File: src/rtl/gso_pkg.sv
// Package for the Gram-Schmidt orthonormalizer: sizes, state types and
// saturation / load-address helpers. Used by every module under rtl/.
`default_nettype none

package gso_pkg;

   localparam int MAX_ROWS   = 8;
   localparam int MAX_COLS   = 8;
   localparam int DATA_WIDTH = 32;
   localparam int FRAC_BITS  = 24;
   localparam int ROW_BITS   = 3;
   localparam int DIM_BITS   = 4;
   localparam int ADDR_BITS  = 6;
   localparam int ACC_BITS   = 35;
   localparam int RECIP_BITS = 49;
   localparam int ROOT_BITS  = 28;
   localparam int EPS_BITS   = 31;

   localparam logic [1:0] REG_ROWS = 2'd0;
   localparam logic [1:0] REG_COLS = 2'd1;
   localparam logic [1:0] REG_EPS  = 2'd2;

   typedef enum logic [3:0] {
      ST_IDLE,
      ST_COPY,
      ST_COL,
      ST_RD,
      ST_MUL,
      ST_MWAIT,
      ST_ACC,
      ST_NSTART,
      ST_NORM,
      ST_ZERO,
      ST_ORD,
      ST_OEMIT
   } state_type;

   typedef enum logic [1:0] {
      OP_DOT,
      OP_SUB,
      OP_SQ,
      OP_SCALE
   } op_type;

   typedef enum logic [2:0] {
      N_IDLE,
      N_ROOT,
      N_CHECK,
      N_DIV,
      N_DONE
   } norm_state_type;

   typedef struct packed {
      logic                    done;
      logic                    small_norm;
      logic [RECIP_BITS-1:0]   recip;
   } norm_status_type;

   // Clamp a row or column count to 1..8.
   function automatic logic [DIM_BITS-1:0] clamp_dim(input logic [DIM_BITS-1:0] v);
      logic [DIM_BITS-1:0] r;
      r = v;
      if (v == '0) begin
         r = 4'd1;
      end else if (v > 4'(MAX_ROWS)) begin
         r = 4'(MAX_ROWS);
      end
      return r;
   endfunction

   function automatic logic signed [DATA_WIDTH-1:0] sat_acc(
      input logic signed [ACC_BITS-1:0] v);
      logic signed [DATA_WIDTH-1:0] r;
      r = v[DATA_WIDTH-1:0];
      if (v > 35'sh0_7FFF_FFFF) begin
         r = 32'sh7FFF_FFFF;
      end else if (v < -35'sh0_8000_0000) begin
         r = -32'sh8000_0000;
      end
      return r;
   endfunction

   function automatic logic signed [DATA_WIDTH-1:0] sat_sub(
      input logic signed [DATA_WIDTH-1:0] a, input logic signed [DATA_WIDTH-1:0] b);
      logic signed [DATA_WIDTH:0] d;
      logic signed [DATA_WIDTH-1:0] r;
      d = 33'(a) - 33'(b);
      r = d[DATA_WIDTH-1:0];
      if (d[DATA_WIDTH] != d[DATA_WIDTH-1]) begin
         r = d[DATA_WIDTH] ? -32'sh8000_0000 : 32'sh7FFF_FFFF;
      end
      return r;
   endfunction

   // Store address {col,row} of load position lc for a given row count.
   // Division by a row count of 3, 5, 6 or 7 is a reciprocal multiply, by a power of two a shift (lc < 64).
   function automatic logic [ADDR_BITS-1:0] load_addr(
      input logic [ADDR_BITS-1:0] lc, input logic [DIM_BITS-1:0] rows);
      logic [15:0] prod;
      logic [5:0]  q;
      logic [9:0]  qr;
      logic [5:0]  rem;
      prod = '0;
      case (rows)
         4'd1: q = lc;
         4'd2: q = {1'b0, lc[5:1]};
         4'd3: begin
            prod = 16'(lc) * 16'd342;
            q = prod[15:10];
         end
         4'd4: q = {2'b00, lc[5:2]};
         4'd5: begin
            prod = 16'(lc) * 16'd205;
            q = prod[15:10];
         end
         4'd6: begin
            prod = 16'(lc) * 16'd171;
            q = prod[15:10];
         end
         4'd7: begin
            prod = 16'(lc) * 16'd147;
            q = prod[15:10];
         end
         default: q = {3'b000, lc[5:3]};
      endcase
      qr  = 10'(q) * 10'(rows);
      rem = lc - qr[5:0];
      return {q[2:0], rem[2:0]};
   endfunction

endpackage

`default_nettype wire

File: src/rtl/gso_mul.sv
// Shared Q8.24 multiplier: |a|*|b| >> 24, truncated toward zero, saturated.
// Two partial products, 32x25 and 32x24, over successive cycles. Depends on gso_pkg.
`default_nettype none

module gso_mul (
   input  wire logic                                   clock,
   input  wire logic                                   reset,
   input  wire logic                                   start,
   input  wire logic signed [gso_pkg::DATA_WIDTH-1:0]  op_a,
   input  wire logic signed [gso_pkg::RECIP_BITS:0]    op_b,
   output logic                                        done,
   output logic signed [gso_pkg::DATA_WIDTH-1:0]       res
);
   import gso_pkg::*;

   logic [1:0]            cnt_ff, cnt_in;
   logic [31:0]           ua_ff;
   logic [48:0]           ub_ff;
   logic                  neg_ff;
   logic [56:0]           lo_ff;
   logic [55:0]           hi_ff;
   logic                  done_ff, done_in;
   logic signed [31:0]    res_ff;
   logic [80:0]           full;
   logic [56:0]           mag;
   logic [RECIP_BITS:0]   b_abs;
   logic [DATA_WIDTH-1:0] a_abs;

   always_comb begin
      a_abs = op_a[DATA_WIDTH-1] ? 32'(-op_a) : 32'(op_a);
      b_abs = op_b[RECIP_BITS] ? 50'(-op_b) : 50'(op_b);
      full  = (81'(hi_ff) << 25) + 81'(lo_ff);
      mag   = full[80:24];
      cnt_in  = cnt_ff;
      done_in = 1'b0;
      if (start) begin
         cnt_in = 2'd1;
      end else if (cnt_ff != 2'd0) begin
         cnt_in = cnt_ff + 2'd1;
         done_in = (cnt_ff == 2'd3);
      end
   end

   always_ff @(posedge clock) begin
      if (reset) begin
         cnt_ff  <= 2'd0;
         done_ff <= 1'b0;
      end else begin
         cnt_ff  <= cnt_in;
         done_ff <= done_in;
      end
      if (start) begin
         ua_ff  <= a_abs;
         ub_ff  <= b_abs[48:0];
         neg_ff <= op_a[DATA_WIDTH-1] ^ op_b[RECIP_BITS];
      end
      if (cnt_ff == 2'd1) begin
         lo_ff <= 57'(ua_ff) * 57'(ub_ff[24:0]);
      end
      if (cnt_ff == 2'd2) begin
         hi_ff <= 56'(ua_ff) * 56'(ub_ff[48:25]);
      end
      if (cnt_ff == 2'd3) begin
         if (neg_ff) begin
            res_ff <= (mag >= 57'h0_8000_0000) ? -32'sh8000_0000 : -$signed(mag[31:0]);
         end else begin
            res_ff <= (mag > 57'h0_7FFF_FFFF) ? 32'sh7FFF_FFFF : $signed(mag[31:0]);
         end
      end
   end

   assign done = done_ff;
   assign res  = res_ff;

endmodule

`default_nettype wire

File: config.mk
export PLATFORM = sky130hd
export DESIGN_NAME = gso_mul
export DESIGN_NICKNAME = d
export VERILOG_FILES = /design/src/rtl/gso_pkg.sv /design/src/rtl/gso_mul.sv
export SDC_FILE = /design/constraint.sdc
export NUM_CORES = 2
export LEC_CHECK = 0
export ABC_AREA = 1
export BUFFER_PORTS_ARGS = -buffer_cell sky130_fd_sc_hd__buf_2
export CAP_MARGIN = 15
export CORE_MARGIN = 1.5
export CORE_UTILIZATION = 25
export CTS_BUF_LIST = sky130_fd_sc_hd__clkbuf_16
export DETAILED_ROUTE_END_ITERATION = 16
export GPL_ROUTABILITY_DRIVEN = 0
export PLACE_DENSITY = 0.37
export SKIP_CTS_REPAIR_TIMING = 1
export SLEW_MARGIN = 5
export SYNTH_ARGS = -nofsm -noshare
export SYNTH_HDL_FRONTEND = slang
export SYNTH_SLANG_ARGS = --single-unit
File: constraint.sdc
create_clock -name clock -period 7.58 [get_ports clock]
set_input_delay 1.137 -clock clock [delete_from_list [all_inputs] [get_ports clock]]
set_output_delay 1.137 -clock clock [all_outputs]
set_load 0.05 [all_outputs]
==> After elaboration in Yosys (flattened, before gate mapping) <==
Index checks and enable logic that the tools add are counted.
{ "op_classes": {"magnitude_cmp": 2, "mul": 2, "n_mux": 7, "n_eq_ne": 3, "n_bitwise": 2, "add_sub_neg": 5, "n_reduce_logical": 4} }
{ "ops": {"columns": ["operator", "count"], "rows": [
  ["2-to-1 mux 32 bit", 3],
  ["adder 81 x 57 -> 81 bit", 1],
  ["negation 32 bit", 2],
  ["greater-or-equal comparator 57 x 32 -> 1 bit, second input constant", 1],
  ["greater-than comparator 57 x 31 -> 1 bit, second input constant", 1],
  ["multiplier 32 x 25 -> 57 bit", 1],
  ["multiplier 32 x 24 -> 56 bit", 1],
  ["2-to-1 mux 49 bit", 1],
  ["negation 49 bit", 1],
  ["2-to-1 mux 31 bit", 1],
  ["equality test 2 bit, second input constant", 2],
  ["nonzero test 2 bit", 2],
  ["OR reduction 3 bit", 1],
  ["adder 2 x 1 -> 2 bit, second input constant", 1],
  ["equality test 2 x 1 -> 1 bit, second input constant", 1],
  ["2-to-1 mux 1 bit", 2],
  ["OR reduction 2 bit", 1],
  ["inverter 1 bit", 1],
  ["bitwise XOR 1 bit", 1]
]} }
{ "totals": {"in_bits": 85, "output_inout_bits": 33, "register_bits": 230, "word_cells": 35} }

==> Logic depth before layout (Yosys ltp) <==
{ "logic_depth": {"word_depth": 4, "ltp_mapped": 31, "mapped_depth_nobuf": 29} }

==> Worst setup path after synthesis <==
OpenSTA, ideal clock, no wires.
{ "synth_timing": {"path_kind": "register to register", "start": "register ua_ff[21]", "end": "register hi_ff[51], data pin", "arrival_ps": 6326, "setup_slack_ps": 992, "stages_incl_launch_ff": 27, "t_required_ps": 7318, "setup_ps": 262, "n_path_buf": 2, "synth_period_minus_slack_ps": 6588, "cell_sequence": "edfxtp_1 -> clkbuf_1 -> buf_1 -> nand2_1 -> fa_1 -> inv_1 -> fa_1 -> inv_1 -> fa_1 -> fa_1 -> inv_1 -> fa_1 -> fa_1 -> inv_1 -> fa_1 -> inv_1 -> ha_1 -> nand2_1 -> nand2_1 -> a31o_2 -> a21boi_0 -> o21ai_0 -> a21oi_1 -> o21bai_1 -> a21oi_1 -> o21bai_1 -> xor2_1"} }
{ "synth_via": {"elab_chain_cells": 1} }
{ "synth_lines": {"columns": ["item", "line", "source"], "rows": [
  ["from (decl)", "gso_mul.sv:17", "logic [31:0] ua_ff;"],
  ["from (signal assigned)", "gso_mul.sv:53", "ua_ff <= a_abs;"],
  ["multiplier 32 x 24 -> 56 bit", "gso_mul.sv:61", "hi_ff <= 56'(ua_ff) * 56'(ub_ff[48:25]);"],
  ["to (signal assigned)", "gso_mul.sv:61", null],
  ["to (decl)", "gso_mul.sv:21", "logic [55:0] hi_ff;"]
]} }
Every way passes these cells.
A chain may end at the register's enable or synchronous reset.

==> Worst setup path after layout <==
{ "layout_timing": {"start": "register ub_ff[21]", "end": "register lo_ff[42], data pin"} }
{ "layout_via": {"elab_chain_cells": 1} }
{ "layout_lines": {"columns": ["item", "line", "source"], "rows": [
  ["from (decl)", "gso_mul.sv:18", "logic [48:0] ub_ff;"],
  ["from (signal assigned)", "gso_mul.sv:54", "ub_ff <= b_abs[48:0];"],
  ["multiplier 32 x 25 -> 57 bit", "gso_mul.sv:58", "lo_ff <= 57'(ua_ff) * 57'(ub_ff[24:0]);"],
  ["to (signal assigned)", "gso_mul.sv:58", null],
  ["to (decl)", "gso_mul.sv:20", "logic [56:0] lo_ff;"]
]} }
Every way passes these cells.

==> flow_summary.toml <==
[run_status]
outcome = "finished clean"

[layout]
register_area_mm2 = 0.00616
final_util = 0.279
drive_gt1_frac = 0.0515
multi_input_area_mm2 = 0.0483
area_growth_syn_to_layout_pct = 11.1
final_common_cell = "inv_1"
layout_common_cells = "2,711 x inv_1, 2,395 x nand2_1, 1,345 x fa_1, 409 x ha_1, 333 x nor2_1"
n_antenna_cell = 0
fillCellCount = 28878
fin_nets = 10522

[drt]
firstDrtPassIters = 5
drcViolationCount = 0
drt_wl_total_um = 226000
via_per_inst = 4.26
drtAntennaViolNets = 0
dr.first_iter.drc_count = 3056
post_drt_wl_per_cell_um = 18.5
vias = 52090

[critical_path]
cp_top_family = "adder cells"
critical_path_arrival_ns = 7.63
max_stage_delay_ns = 0.76
worst_ep_required_time_ns = 7.96
cp-start-kind = "flop"
crit_buf_inv = 7
slowest_stage = "edfxtp_1"
cp_common_cell = "fa_1"
end_kind = "flop"
cp_max_fo = 13
critical_path_class = "flop to flop"

[floorplanning]
ios = 118
die_area_mm2 = 0.266
fp-row-count = 188
die_y_um = 516
core_mm2 = 0.262
start_util = 0.251
fp.dieW_um = 516

[global_routing]
globalRouteTotalUtil = 0.173
grt_overflow_total = 0
grt_max_degree = 57
antenna_found_initial = 3
grt_pass1_wl_um = 351000
grt_pass1_vias = 56909

[sta]
slew_viol_final = 0
slew_headroom = 0.373
whs_ns = 0.554
fmax_mhz = 138
fin_crit_ns = 7.26
final.period_utilization = 0.957
report.final.setup_viol = 0
skew_ns = 0.0221
fin_setup_tns_ns = 0
final_hold_viol_count = 0
worstMarginPinSlew_ns = 0.940
rsz0062_at_grt = "no"

[cts]
clk_pin_slew_worst_paths_ns = 0.06
insertion_delay_ns = 0.61
clock_sinks = 206
htree_levels = 1
cts_tree = "built"
clock_path_buffers = 3
cts-root-buf = "clkbuf_16"
cts_buffers = 27

[synthesis]
synth_cell_types = 56
yosys.area.top_type = "fa_1"
yosys_warnings = 0
synth.cell_area_mm2 = 0.0658
synth_area_per_cell_um2 = 7.60
synth_seq_cells = 206
synth_top_area_share = 0.409
syn_inst = 8657
synthArstFlopShare = 0
ys_seq_area_frac = 0.0935
synth_edf_count = 203
synth_nets = 10498
synth_flop_cell = "edfxtp_1"
yosys-top-cells-area = "fa_1 41%, inv_1 15%, nand2_1 14%, edfxtp_1 9.3%, ha_1 7.8%"

[run]
cap_violations = 0

[worst_hold_path]
hold_class = "flop to flop"

[placed_design]
dp_hpwl_um = 185000
io_buffers = 117
[registers in the layout (all words and copies together), names as in the netlist]
signal  flops
done        1
cnt_ff      2
neg_ff      1
res        32
lo_ff      33
hi_ff      56
ub_ff      49
ua_ff      32
[worst reg2reg max path, stage by stage (launching register included)]
cell,delay (ns)
edfxtp_1,0.76
buf_4,0.37
nand2_1,0.06
inv_1,0.06
fa_1,0.48
inv_1,0.06
fa_1,0.52
inv_1,0.05
fa_1,0.46
fa_1,0.54
fa_1,0.47
fa_1,0.50
inv_1,0.05
fa_1,0.48
inv_1,0.05
ha_1,0.40
nand2_1,0.14
nor2_1,0.16
inv_1,0.13
nor3_1,0.25
nand4_1,0.14
nand2_1,0.18
nand3_1,0.10
nand2_1,0.16
a21oi_1,0.13
xnor2_1,0.35
[through the flow]
stage	setup slack, ns	area, um^2	std cells
6_report	0.325	73100	12217
5_1_grt	0.00650	73100	12217
3_3_place_gp	0.0314	71900	12156
2_1_floorplan	0.992	65800	8657
3_5_place_dp	0.0338	71900	12156
4_1_cts	0.0338	72900	12206
[area by class of cell]
cell class / count / share of cell area
flip-flops and latches: 206 / 0.0842
clock buffers: 27 / 0.00924
clock inverters: 23 / 0.00416
repair buffers: 320 / 0.0426
multi-input cells: 5405 / 0.660
well taps: 3515 / 0.0602
inverters: 2721 / 0.140
[kinds of logic after synthesis]
logic type | count (synthesis) | share of synthesized area
fa+ha+maj | 1756 | 0.487
buf+inv | 3046 | 0.174
simple gates | 3084 | 0.188
compound gates | 385 | 0.0330
flops | 206 | 0.0935
xor+xnor | 180 | 0.0239
[worst paths after layout]
kind | start | endpoint | slack, ns | cells after the start
max reg2reg | ub_ff[21] | lo_ff[42] | 0.32 | 25
min | cnt_ff[1] | cnt_ff[1] | 0.55 | 2
min reg2reg | cnt_ff[1] | cnt_ff[1] | 0.55 | 2
max | ub_ff[21] | lo_ff[42] | 0.32 | 25
[routing by layer]
layer | global-route usage | share of wire | vias up
met5 | 0 | 0 | -
met4 | 0.0184 | 0.012 | 0
met3 | 0.0150 | 0.037 | 132
met2 | 0.283 | 0.45 | 1007
met1 | 0.253 | 0.50 | 26403
li1 | - | - | 24548
[synth_stat cells (all sizes together) (6+ instances only)]
cell type and instances:
or2 9, fa 1345, nor2 356, nand3b 14, o211ai 8, a21o 8, o21ai 108, o21a 17
a21oi 164, inv 2717, xor2 105, o21bai 8, clkbuf 295, nor4 25, nor3 45, o221ai 6
nand2 2411, nand3 163, xnor2 75, nand4 54, buf 30, edfxtp 203, ha 411, a31oi 46
Power is left out: the tool's default activity adds up to more than one toggle a clock period on the data nets, which glitch-free logic cannot reach.
