[config.mk]
export PLATFORM = sky130hd
export DESIGN_NAME = gso_norm
export DESIGN_NICKNAME = d
export VERILOG_FILES = /design/src/rtl/gso_pkg.sv /design/src/rtl/gso_norm.sv
export SDC_FILE = /design/constraint.sdc
export NUM_CORES = 1
export LEC_CHECK = 0
export ABC_AREA = 1
export BUFFER_PORTS_ARGS = -buffer_cell sky130_fd_sc_hd__clkbuf_2
export CORE_MARGIN = 10
export CORE_UTILIZATION = 35
export DETAILED_ROUTE_END_ITERATION = 7
export PLACE_DENSITY_LB_ADDON = 0.25
export SLEW_MARGIN = 40
export SYNTH_ARGS = -nofsm -noshare
export SYNTH_HDL_FRONTEND = slang
export SYNTH_SLANG_ARGS = --single-unit
[constraint.sdc]
create_clock -name clock -period 3.65 [get_ports clock]
set_clock_uncertainty 0.1 [all_clocks]
set_input_delay 0 -clock clock [delete_from_list [all_inputs] [get_ports clock]]
set_output_delay 0 -clock clock [all_outputs]
set_load 0.03 [all_outputs]
[src/rtl/gso_pkg.sv]
// Package for the Gram-Schmidt orthonormalizer: sizes, state types and
// saturation / load-address helpers. Used by every module under rtl/.
`default_nettype none

package gso_pkg;

   localparam int MAX_ROWS   = 8;
   localparam int MAX_COLS   = 8;
   localparam int DATA_WIDTH = 32;
   localparam int FRAC_BITS  = 24;
   localparam int ROW_BITS   = 3;
   localparam int DIM_BITS   = 4;
   localparam int ADDR_BITS  = 6;
   localparam int ACC_BITS   = 35;
   localparam int RECIP_BITS = 49;
   localparam int ROOT_BITS  = 28;
   localparam int EPS_BITS   = 31;

   localparam logic [1:0] REG_ROWS = 2'd0;
   localparam logic [1:0] REG_COLS = 2'd1;
   localparam logic [1:0] REG_EPS  = 2'd2;

   typedef enum logic [3:0] {
      ST_IDLE,
      ST_COPY,
      ST_COL,
      ST_RD,
      ST_MUL,
      ST_MWAIT,
      ST_ACC,
      ST_NSTART,
      ST_NORM,
      ST_ZERO,
      ST_ORD,
      ST_OEMIT
   } state_type;

   typedef enum logic [1:0] {
      OP_DOT,
      OP_SUB,
      OP_SQ,
      OP_SCALE
   } op_type;

   typedef enum logic [2:0] {
      N_IDLE,
      N_ROOT,
      N_CHECK,
      N_DIV,
      N_DONE
   } norm_state_type;

   typedef struct packed {
      logic                    done;
      logic                    small_norm;
      logic [RECIP_BITS-1:0]   recip;
   } norm_status_type;

   // Clamp a row or column count to 1..8.
   function automatic logic [DIM_BITS-1:0] clamp_dim(input logic [DIM_BITS-1:0] v);
      logic [DIM_BITS-1:0] r;
      r = v;
      if (v == '0) begin
         r = 4'd1;
      end else if (v > 4'(MAX_ROWS)) begin
         r = 4'(MAX_ROWS);
      end
      return r;
   endfunction

   function automatic logic signed [DATA_WIDTH-1:0] sat_acc(
      input logic signed [ACC_BITS-1:0] v);
      logic signed [DATA_WIDTH-1:0] r;
      r = v[DATA_WIDTH-1:0];
      if (v > 35'sh0_7FFF_FFFF) begin
         r = 32'sh7FFF_FFFF;
      end else if (v < -35'sh0_8000_0000) begin
         r = -32'sh8000_0000;
      end
      return r;
   endfunction

   function automatic logic signed [DATA_WIDTH-1:0] sat_sub(
      input logic signed [DATA_WIDTH-1:0] a, input logic signed [DATA_WIDTH-1:0] b);
      logic signed [DATA_WIDTH:0] d;
      logic signed [DATA_WIDTH-1:0] r;
      d = 33'(a) - 33'(b);
      r = d[DATA_WIDTH-1:0];
      if (d[DATA_WIDTH] != d[DATA_WIDTH-1]) begin
         r = d[DATA_WIDTH] ? -32'sh8000_0000 : 32'sh7FFF_FFFF;
      end
      return r;
   endfunction

   // Store address {col,row} of load position lc for a given row count.
   // Division by a row count of 3, 5, 6 or 7 is a reciprocal multiply, by a power of two a shift (lc < 64).
   function automatic logic [ADDR_BITS-1:0] load_addr(
      input logic [ADDR_BITS-1:0] lc, input logic [DIM_BITS-1:0] rows);
      logic [15:0] prod;
      logic [5:0]  q;
      logic [9:0]  qr;
      logic [5:0]  rem;
      prod = '0;
      case (rows)
         4'd1: q = lc;
         4'd2: q = {1'b0, lc[5:1]};
         4'd3: begin
            prod = 16'(lc) * 16'd342;
            q = prod[15:10];
         end
         4'd4: q = {2'b00, lc[5:2]};
         4'd5: begin
            prod = 16'(lc) * 16'd205;
            q = prod[15:10];
         end
         4'd6: begin
            prod = 16'(lc) * 16'd171;
            q = prod[15:10];
         end
         4'd7: begin
            prod = 16'(lc) * 16'd147;
            q = prod[15:10];
         end
         default: q = {3'b000, lc[5:3]};
      endcase
      qr  = 10'(q) * 10'(rows);
      rem = lc - qr[5:0];
      return {q[2:0], rem[2:0]};
   endfunction

endpackage

`default_nettype wire

[src/rtl/gso_norm.sv]
// Column norm and reciprocal: bit-serial square root of ss*2^24, threshold
// check, then (if the norm passes) restoring division 2^48/norm one bit a cycle. Uses gso_pkg.
`default_nettype none

module gso_norm (
   input  wire logic                             clock,
   input  wire logic                             reset,
   input  wire logic                             start,
   input  wire logic [gso_pkg::EPS_BITS-1:0]     ss,
   input  wire logic [gso_pkg::EPS_BITS-1:0]     eps,
   output gso_pkg::norm_status_type              status
);
   import gso_pkg::*;

   norm_state_type         nstate_ff, nstate_in;
   logic [5:0]             cnt_ff;
   logic [55:0]            rad_ff;
   logic [31:0]            rem_ff;
   logic [ROOT_BITS-1:0]   root_ff;
   logic [RECIP_BITS-1:0]  quo_ff;
   logic                   small_ff;
   logic [31:0]            rsh, trial, dsh;
   logic                   small_now;

   always_comb begin
      rsh       = {rem_ff[29:0], rad_ff[55:54]};
      trial     = {2'b00, root_ff, 2'b01};
      dsh       = {rem_ff[30:0], (cnt_ff == 6'd0)};
      small_now = (root_ff == '0) || ({3'b000, root_ff} < eps);
   end

   always_comb begin
      nstate_in = nstate_ff;
      case (nstate_ff)
         N_IDLE:  if (start) begin
            nstate_in = N_ROOT;
         end
         N_ROOT:  if (cnt_ff == 6'(ROOT_BITS - 1)) begin
            nstate_in = N_CHECK;
         end
         N_CHECK: nstate_in = small_now ? N_DONE : N_DIV;
         N_DIV:   if (cnt_ff == 6'(RECIP_BITS - 1)) begin
            nstate_in = N_DONE;
         end
         N_DONE:  nstate_in = N_IDLE;
         default: nstate_in = N_IDLE;
      endcase
   end

   always_comb begin
      status.done       = (nstate_ff == N_DONE);
      status.small_norm = small_ff;
      status.recip      = quo_ff;
   end

   always_ff @(posedge clock) begin
      if (reset) begin
         nstate_ff <= N_IDLE;
      end else begin
         nstate_ff <= nstate_in;
      end
      case (nstate_ff)
         N_IDLE: begin
            rad_ff  <= {1'b0, ss, 24'd0};
            rem_ff  <= '0;
            root_ff <= '0;
            cnt_ff  <= '0;
         end
         N_ROOT: begin
            if (rsh >= trial) begin
               rem_ff  <= rsh - trial;
               root_ff <= {root_ff[ROOT_BITS-2:0], 1'b1};
            end else begin
               rem_ff  <= rsh;
               root_ff <= {root_ff[ROOT_BITS-2:0], 1'b0};
            end
            rad_ff <= {rad_ff[53:0], 2'b00};
            cnt_ff <= cnt_ff + 6'd1;
         end
         N_CHECK: begin
            small_ff <= small_now;
            rem_ff   <= '0;
            quo_ff   <= '0;
            cnt_ff   <= '0;
         end
         N_DIV: begin
            if (dsh >= {4'd0, root_ff}) begin
               rem_ff <= dsh - {4'd0, root_ff};
               quo_ff <= {quo_ff[RECIP_BITS-2:0], 1'b1};
            end else begin
               rem_ff <= dsh;
               quo_ff <= {quo_ff[RECIP_BITS-2:0], 1'b0};
            end
            cnt_ff <= cnt_ff + 6'd1;
         end
         default: begin
            cnt_ff <= cnt_ff;
         end
      endcase
   end

endmodule

`default_nettype wire

Word level (Yosys, flattened, before mapping) --
Cells that the tools add are included.
Word-level totals: register bits after elaboration 174, bits of input ports 65, logic and storage cells 47
Operators by class: add/sub/neg operators 3, order comparisons 3, equal/unequal tests 9, multiplexer cells 14, reductions and logical operators 11
Operator list (count):
- 56-bit case mux with 2 select lines | 1
- 49-bit case mux with 2 select lines | 1
- 31-bit case mux with 3 select lines | 1
- 31-bit 2-to-1 mux | 2
- 28-bit case mux with 2 select lines | 1
- 32-bit by 28-bit greater-or-equal comparator with 1-bit output | 1
- 32-bit by 30-bit greater-or-equal comparator with 1-bit output | 1
- 28-bit by 31-bit less-than comparator with 1-bit output | 1
- 31-bit by 28-bit subtractor with 31-bit output | 1
- 31-bit by 30-bit subtractor with 31-bit output | 1
- 28-bit zero test | 1
- 3-bit 2-to-1 mux | 4
- 3-bit case mux with 4 select lines | 1
- 6-bit case mux with 2 select lines | 1
- 6-bit by 1-bit adder with 6-bit output, second input constant | 1
- 3-bit by 2-bit equality test with 1-bit output, second input constant | 2
- 6-bit by 5-bit equality test with 1-bit output, second input constant | 1
- 6-bit equality test, second input constant | 1
- 6-bit zero test | 1
- 2-bit != test, second input constant | 3
- 2-bit nonzero test | 3
- 2-bit OR reduction | 2
- 3-bit by 1-bit equality test with 1-bit output, second input constant | 1
- 3-bit equality test, second input constant | 1
- other kinds (5) | 6

Logic depth before layout (Yosys ltp) --
Gate-level depths: netlist of run 1.
word-level depth 4, mapped depth 20, depth with buffers taken out 20

Least setup slack after synthesis of run 1 --
Ideal clock, no wire load.
path kind reg-to-reg, start reg nstate_ff[0], end reg rad_ff[24], enable pin, library setup time 0.419 ns, arrival 2.359 ns, required time 3.131 ns, path slack 0.772 ns, cell stages (with the launch flop) 8, buffers on the path 1, clock period less this slack 2.878 ns, cell sequence dfxtp_1 > inv_1 > nor2_1 > inv_1 > nor2_1 > inv_2 > clkbuf_1 > nand2_1
Between the ends: cells in the longest elaborated chain, start to end 2
RTL lines:
- start: declaration | line gso_norm.sv:15 | norm_state_type nstate_ff, nstate_in;
- start signal: assignment | line gso_norm.sv:60 | nstate_ff <= nstate_in;
- 3-bit by 1-bit equality test with 1-bit output or 3-bit zero test (tied branches) | line gso_norm.sv:62 | case (nstate_ff)
- 2-bit nonzero test (no line) (*)
- end signal: assignment | line gso_norm.sv:64 | rad_ff <= {1'b0, ss, 24'd0};
- end signal: assignment | line gso_norm.sv:77 | rad_ff <= {rad_ff[53:0], 2'b00};
- end: declaration | line gso_norm.sv:17 | logic [55:0] rad_ff;
Every way passes the cells marked *; elsewhere a longest branch is shown, timed or not. A chain may end at the register's enable or synchronous reset.

Final worst setup path of run 1 --
start reg cnt_ff[0], end reg rem_ff[15], data pin
Between the ends: cells in the longest elaborated chain, start to end 4
RTL lines:
- start: declaration | line gso_norm.sv:16 | logic [5:0] cnt_ff;
- start signal: assignment | line gso_norm.sv:78 | cnt_ff <= cnt_ff + 6'd1;
- start signal: assignment | line gso_norm.sv:94 | cnt_ff <= cnt_ff + 6'd1;
- start signal: assignment | line gso_norm.sv:97 | cnt_ff <= cnt_ff;
- 6-bit zero test (*) | line gso_norm.sv:28 | dsh = {rem_ff[30:0], (cnt_ff == 6'd0)};
- 31-bit by 28-bit subtractor with 31-bit output or 32-bit by 28-bit greater-or-equal comparator with 1-bit output (tied branches) | line gso_norm.sv:88, gso_norm.sv:87
- 31-bit 2-to-1 mux (*) | line gso_norm.sv:87 | if (dsh >= {4'd0, root_ff}) begin
- 31-bit case mux with 3 select lines (*) | line gso_norm.sv:62
- end signal: assignment | line gso_norm.sv:71 | rem_ff <= rsh - trial;
- end signal: assignment | line gso_norm.sv:88 | rem_ff <= dsh - {4'd0, root_ff};
- end signal: assignment | line gso_norm.sv:91 | rem_ff <= dsh;
- end: declaration | line gso_norm.sv:18 | logic [31:0] rem_ff;
Marks and branches as above.

==> impl_metrics.yaml, run 1 <==
route:
  drc_errors: 0
  wl_um: 37950
  viasPerCell: 4.932
  drtPass1Iterations: 6
  postRouteAntennaNets: 0
  num_vias: 11100
  post_drt_wl_per_cell_um: 16.87
  drt_iter0_drc: 1164
clocking:
  clk_path_buf_depth: 2
  numCtsBuffers: 17
  clkTransAtPathRegs_ns: 0.07
  clock_latency_ns: 0.46
  cts_tree: "built"
  clkSinkCount: 150
  root_buffer: "clkbuf_16"
  htree_num_levels: 4
worst_setup_path:
  cp-startpoint: "cnt_ff[0]$_SDFFCE_PN0P_"
  timing_worst_setup_path_type: "flop to flop"
  r2r_setup_slack_ns: 0.34
  rr_startpoint: "cnt_ff[0]$_SDFFCE_PN0P_"
  cp_max_fo: 19
  cp-start-kind: "flop"
  cp.arrival_ns: 3.42
  r2r.worst_path.cells: 20
  critical_path_required_ns: 3.76
  cp-end-kind: "flop"
  timing.rr.end: "rem_ff[15]$_DFFE_PP_"
timing:
  setup_viol: 0
  fin_crit_ns: 3.306
  hold_viol: 0
  final.setup.tns_ns: 0
  fmax_mhz: 302.5
  tightest_slew_ns: 0.6707
  period_share_pct: 90.58
  slew_headroom_pct: 55.28
  finalMaxSlewViolations: 0
  rsz0062_at_grt: "false"
logic_synthesis:
  ys_ff_latch: 150
  synth_warnings: 0
  seq_area_frac_synth_pct: 38.34
  synth_cells: 1638
  ys_types: 36
  synth_nets: 1791
  avgSynthCellArea_um2: 7.125
  syn_area_um2: 11670
final_layout:
  layout_commonest_cell: "nand2_1"
  final_cell_mix: "nand2_1, inv_1, nor2_1, nand3_1, edfxtp_1"
  drive_above_1_share_pct: 11.17
  syn2layout_area_growth_pct: 17.94
  fillCellCount: 3391
  antenna_cells: 0
  final_nets: 1948
  register_area_um2: 4474
  multi_input_area_um2: 5993
  fin_area_um2: 13760
power:
  p_leak_nw: 7.050
  vdd_drop_max_v: 0.0003944
  power_density_nw_per_um2: 979.4
  power_mw: 13.48
global_route:
  grt_pass1_wl_um: 60100
  antenna_found_initial: 0
  grt_usage_pct: 18.48
  grt-ovfl-total: 0
  grt_pass1_vias: 10730
  grt_max_degree: 63
placement:
  dpl.hpwl_um: 29810
  placement.io_buffers: 115
  dpl_cell_area_um2: 12800
  gp_congestion: 0.9834
flow_run:
  max_cap_viol_count: 0
status:
  status: "complete, no violations"
min_path:
  holdPathEnd: "small_ff$_DFFE_PP_"
  worstHoldPathCells: 7
  hp-start: "eps[28]"
  hold_path.class: "input pin to flop"
floorplanning:
  chipHeight_um: 202.6
  chipWidth_um: 202.6
  num_io_pins: 116
  initial_core_util_pct: 35.69
  core_um2: 32700
  die-area_um2: 41050
  row_count: 66
[where the power goes]
part / switching (mW) / total, mW / internal [mW]
clock network: 0.838 / 1.81 / 0.969
logic: 5.93 / 8.67 / 2.74
registers: 0.329 / 3.00 / 2.67
total: 7.10 / 13.5 / 6.38
[how the worst max path moves through the flow]
stage                          endpoint  slack (ns)  cells past startpoint
2_1_floorplan  rad_ff[24]$_SDFFCE_PP0P_        0.77                      7
3_3_place_gp       rem_ff[14]$_DFFE_PP_        0.29                     20
3_5_place_dp       rem_ff[25]$_DFFE_PP_        0.21                     20
4_1_cts            rem_ff[25]$_DFFE_PP_        0.18                     20
5_1_grt             rem_ff[8]$_DFFE_PP_        0.04                     20
6_report           rem_ff[15]$_DFFE_PP_        0.34                     20
[metrics by stage]
stage	util [%]	setup slack (ns)	hold slack, ns	std cells
floorplan	-	0.7718	-0.03093	1638
global placement	39.13	0.2938	0.1061	2180
CTS	41.95	0.1796	0.03414	2246
global route	42.09	0.03939	0.1394	2250
finish	42.09	0.3438	0.05428	2250
detailed placement	39.13	0.2087	0.1035	2180
[synth_stat cells, drive strengths merged]
master  instances  area, um2
nand2         484       1839
inv           276       1036
nor2          198      770.7
nand3         157      800.8
edfxtp        147       4414
ha             87       1089
a21oi          86      445.4
o21ai          67      339.1
nand4          30      187.7
xnor2          26      227.7
buf            18      115.1
clkbuf         18      67.56
nor3           15      75.07
nand3b          9      67.56
xor2            4      35.03
dfxtp           3      60.06
nor4            3      18.77
o211ai          3      22.52
a21o            1      7.510
a31oi           1      6.260
clkinv          1      3.750
fa              1      20.02
o21a            1      7.510
o31ai           1      7.510
or2             1      6.260
[layout make-up]
type | instances | share of cell area (%)
tap | 442 | 4.018
inverter | 277 | 7.555
clock inverter | 15 | 1.145
clock buffer | 17 | 3.091
timing repair buffer | 174 | 8.136
sequential | 150 | 32.51
multi-input combinational | 1175 | 43.55
[registers in the layout (all words and copies together) (netlist names)]
signal / count
quo_ff: 49
nstate_ff: 3
small_ff: 1
rad_ff: 32
cnt_ff: 6
root_ff: 28
rem_ff: 31
[worst max-delay path, cell delays in order (launching register included)]
cell      delay [ns]
edfxtp_1        0.43
inv_1           0.08
ha_1            0.14
nand3_1         0.09
nor2_1          0.12
nand2_2         0.11
ha_1            0.24
fa_1            0.40
inv_1           0.07
nand3_1         0.06
nand2_1         0.16
nand2_1         0.07
nand3_1         0.16
nand2_1         0.11
nand3_1         0.09
nand2_1         0.10
nand2_4         0.15
buf_12          0.17
nand2_1         0.08
nand3_1         0.08
nand2_1         0.05
[per-layer routing]
metal  vias up  track usage [%]  part of all wire, %
met3        40            3.375                  6.3
li1       5620                -                    -
met4         0            6.048                  2.1
met1      5107            25.77                   47
met5         -                0                    0
met2       330            28.21                   44
[what timing repair did]
| item | CTS | global route |
|---|---|---|
| hold endpoints to repair | 34 | 0 |
| hold buffers | 34 | 0 |
| gates resized for setup | 0 | 3 |
| setup buffers | 0 | 4 |
| endpoints found under the setup margin | 0 | 26 |
[cell families after synthesis]
| family | after synthesis | synth area share, % |
|---|---|---|
| AOI/OAI and AO/OA | 160 | 7.162 |
| adders and majority gates | 88 | 9.499 |
| and+or+nand+nor | 897 | 32.27 |
| xor gates and xnor gates | 30 | 2.252 |
| buffers and inverters | 313 | 10.47 |
| DFF | 150 | 38.34 |
Power figures use the tool's default switching activity.
==> run 2, diff against run 1 <==
clock period = 2.7 ns   (was 3.65 ns; I/O delays follow)
==> impl_metrics.yaml, run 2 (same netlist as run 1, synthesis figures left out) <==
final_layout:
  top_register: "quo_ff"
  syn2layout_area_growth_pct: 29.50
  drive_above_1_share_pct: 19.95
  largest_reg_flops: 49
  antenna_cells: 0
  instances_no_fill: 2377
  fin_area_um2: 15110
  final_nets: 2075
  reg.largest.list: "quo_ff: 49 flops, rad_ff: 32 flops, rem_ff: 31 flops"
  layout_commonest_cell: "nand2_1"
  final_cell_mix: "nand2_1, inv_1, nor2_1, edfxtp_1, buf_4"
clocking:
  clkSinkCount: 150
  clk_path_buf_depth: 2
  htree_num_levels: 4
  cts_tree: "built"
  root_buffer: "clkbuf_16"
  numCtsBuffers: 17
  clock_latency_ns: 0.46
  clkTransAtPathRegs_ns: 0.08
status:
  status: "complete, but fails checks"
  violations: "setup timing"
power:
  vdd_drop_max_v: 0.0005665
  p_leak_nw: 7.791
  power_density_nw_per_um2: 1405
  power_mw: 21.24
floorplanning:
  num_io_pins: 116
  row_count: 66
  chipWidth_um: 202.6
  initial_core_util_pct: 35.69
  die-area_um2: 41050
  chipHeight_um: 202.6
  core_um2: 32700
route:
  wl_um: 40780
  drtPass1Iterations: 5
  drt_iter0_drc: 832
  viasPerCell: 4.921
  post_drt_wl_per_cell_um: 17.15
  drc_errors: 0
  num_vias: 11700
  postRouteAntennaNets: 0
timing:
  setup_ws_ns: -0.1516
  period_share_pct: 105.6
  tightest_slew_ns: 0.5766
  holdWs_ns: 0.1818
  setup_viol: 32
  fin_crit_ns: 2.852
  slew_headroom_pct: 61.56
  rsz0062_at_grt: "true"
  fmax_mhz: 350.7
  hold_viol: 0
  finalMaxSlewViolations: 0
worst_setup_path:
  rr_startpoint: "cnt_ff[0]$_SDFFCE_PN0P_"
  cp-start-kind: "flop"
  cp-startpoint: "cnt_ff[0]$_SDFFCE_PN0P_"
  critical_path_required_ns: 2.82
  r2r.worst_path.cells: 20
  timing_worst_setup_path_type: "flop to flop"
  cp_max_fo: 6
  timing.rr.end: "rem_ff[17]$_DFFE_PP_"
  cp-end-kind: "flop"
  endpoint: "rem_ff[17]$_DFFE_PP_"
  r2r_setup_slack_ns: -0.15
  cp.arrival_ns: 2.97
placement:
  dpl.hpwl_um: 32070
  gp_congestion: 0.9745
  dp_cells: 2299
  dpl_cell_area_um2: 13740
  placement.io_buffers: 115
min_path:
  worstHoldPathCells: 7
  hold_path.class: "input pin to flop"
global_route:
  antenna_found_initial: 0
  grt_max_degree: 61
  grt_pass1_wl_um: 63530
  grt_usage_pct: 19.66
  grt-ovfl-total: 0
  grt_pass1_vias: 11560
flow_run:
  max_cap_viol_count: 0
## run 2: timing repair
item,4_1_cts,5_1_grt
setup endpoints to repair,32,32
hold buffers,33,0
buffers inserted,5,7
pin swaps,9,17
resized for setup,41,41
hold endpoints to repair,34,0
cloned,1,1
## run 2: area by class of cell
| cell class | count | area [um2] |
|---|---|---|
| Tap cell | 442 | 553.0 |
| Sequential cell | 150 | 4474 |
| Inverter | 277 | 1040 |
| Timing Repair Buffer | 301 | 2180 |
| Clock inverter | 14 | 163.9 |
| Clock buffer | 18 | 429.2 |
| Multi-Input combinational cell | 1175 | 6272 |
| Fill cell | 3430 | 17590 |
## run 2: worst min-delay path by stage
stage                        from                        end  slack (ns)
after floorplan             reset  nstate_ff[0]$_SDFFE_PP0P_       -0.03
after global placement      reset  nstate_ff[1]$_SDFFE_PP0P_        0.11
after detailed placement    reset  nstate_ff[1]$_SDFFE_PP0P_        0.11
after CTS                 eps[28]         small_ff$_DFFE_PP_        0.16
after global routing        reset  nstate_ff[1]$_SDFFE_PP0P_        0.23
final                     eps[28]         small_ff$_DFFE_PP_        0.18
## run 2: critical path, cell delays in order, from the launching register on
cell	delay, ns
edfxtp_1	0.40
inv_2	0.09
ha_4	0.13
nand3_2	0.08
nor2_1	0.09
nand2_1	0.09
ha_2	0.19
fa_2	0.35
inv_2	0.06
nand3_2	0.07
nand2_4	0.10
nand2_2	0.06
nand3_2	0.09
nand2_2	0.06
nand3_2	0.09
nand2_4	0.07
nand2_8	0.13
clkbuf_16	0.16
nand3_2	0.07
nand3_2	0.06
nand2_1	0.05
## run 2: stage by stage
step	util [%]	setup slack [ns]	TNS, ns
after floorplan	-	-0.02110	-0.3169
after global placement	42.01	-0.1950	-4.713
after detailed placement	42.01	-0.2390	-6.434
after CTS	45.49	-0.1904	-4.872
after global routing	46.21	-0.3206	-8.994
final	46.21	-0.1516	-3.711
## run 2: power by group
group	internal, mW	leakage [nW]	switching [mW]
clock	1.39	0.287	1.10
combinational	5.66	5.93	9.08
sequential	3.61	1.58	0.396
total	10.7	7.79	10.6
## run 2: per-layer routing
layer  vias to the layer above  global-route usage [%]  wire [um]
li1                       5876                       -          -
met1                      5430                   25.24      18310
met2                       323                   31.88      18820
met3                        68                   3.980       2374
met4                         0                   7.541       1268
met5                         -                       0          0
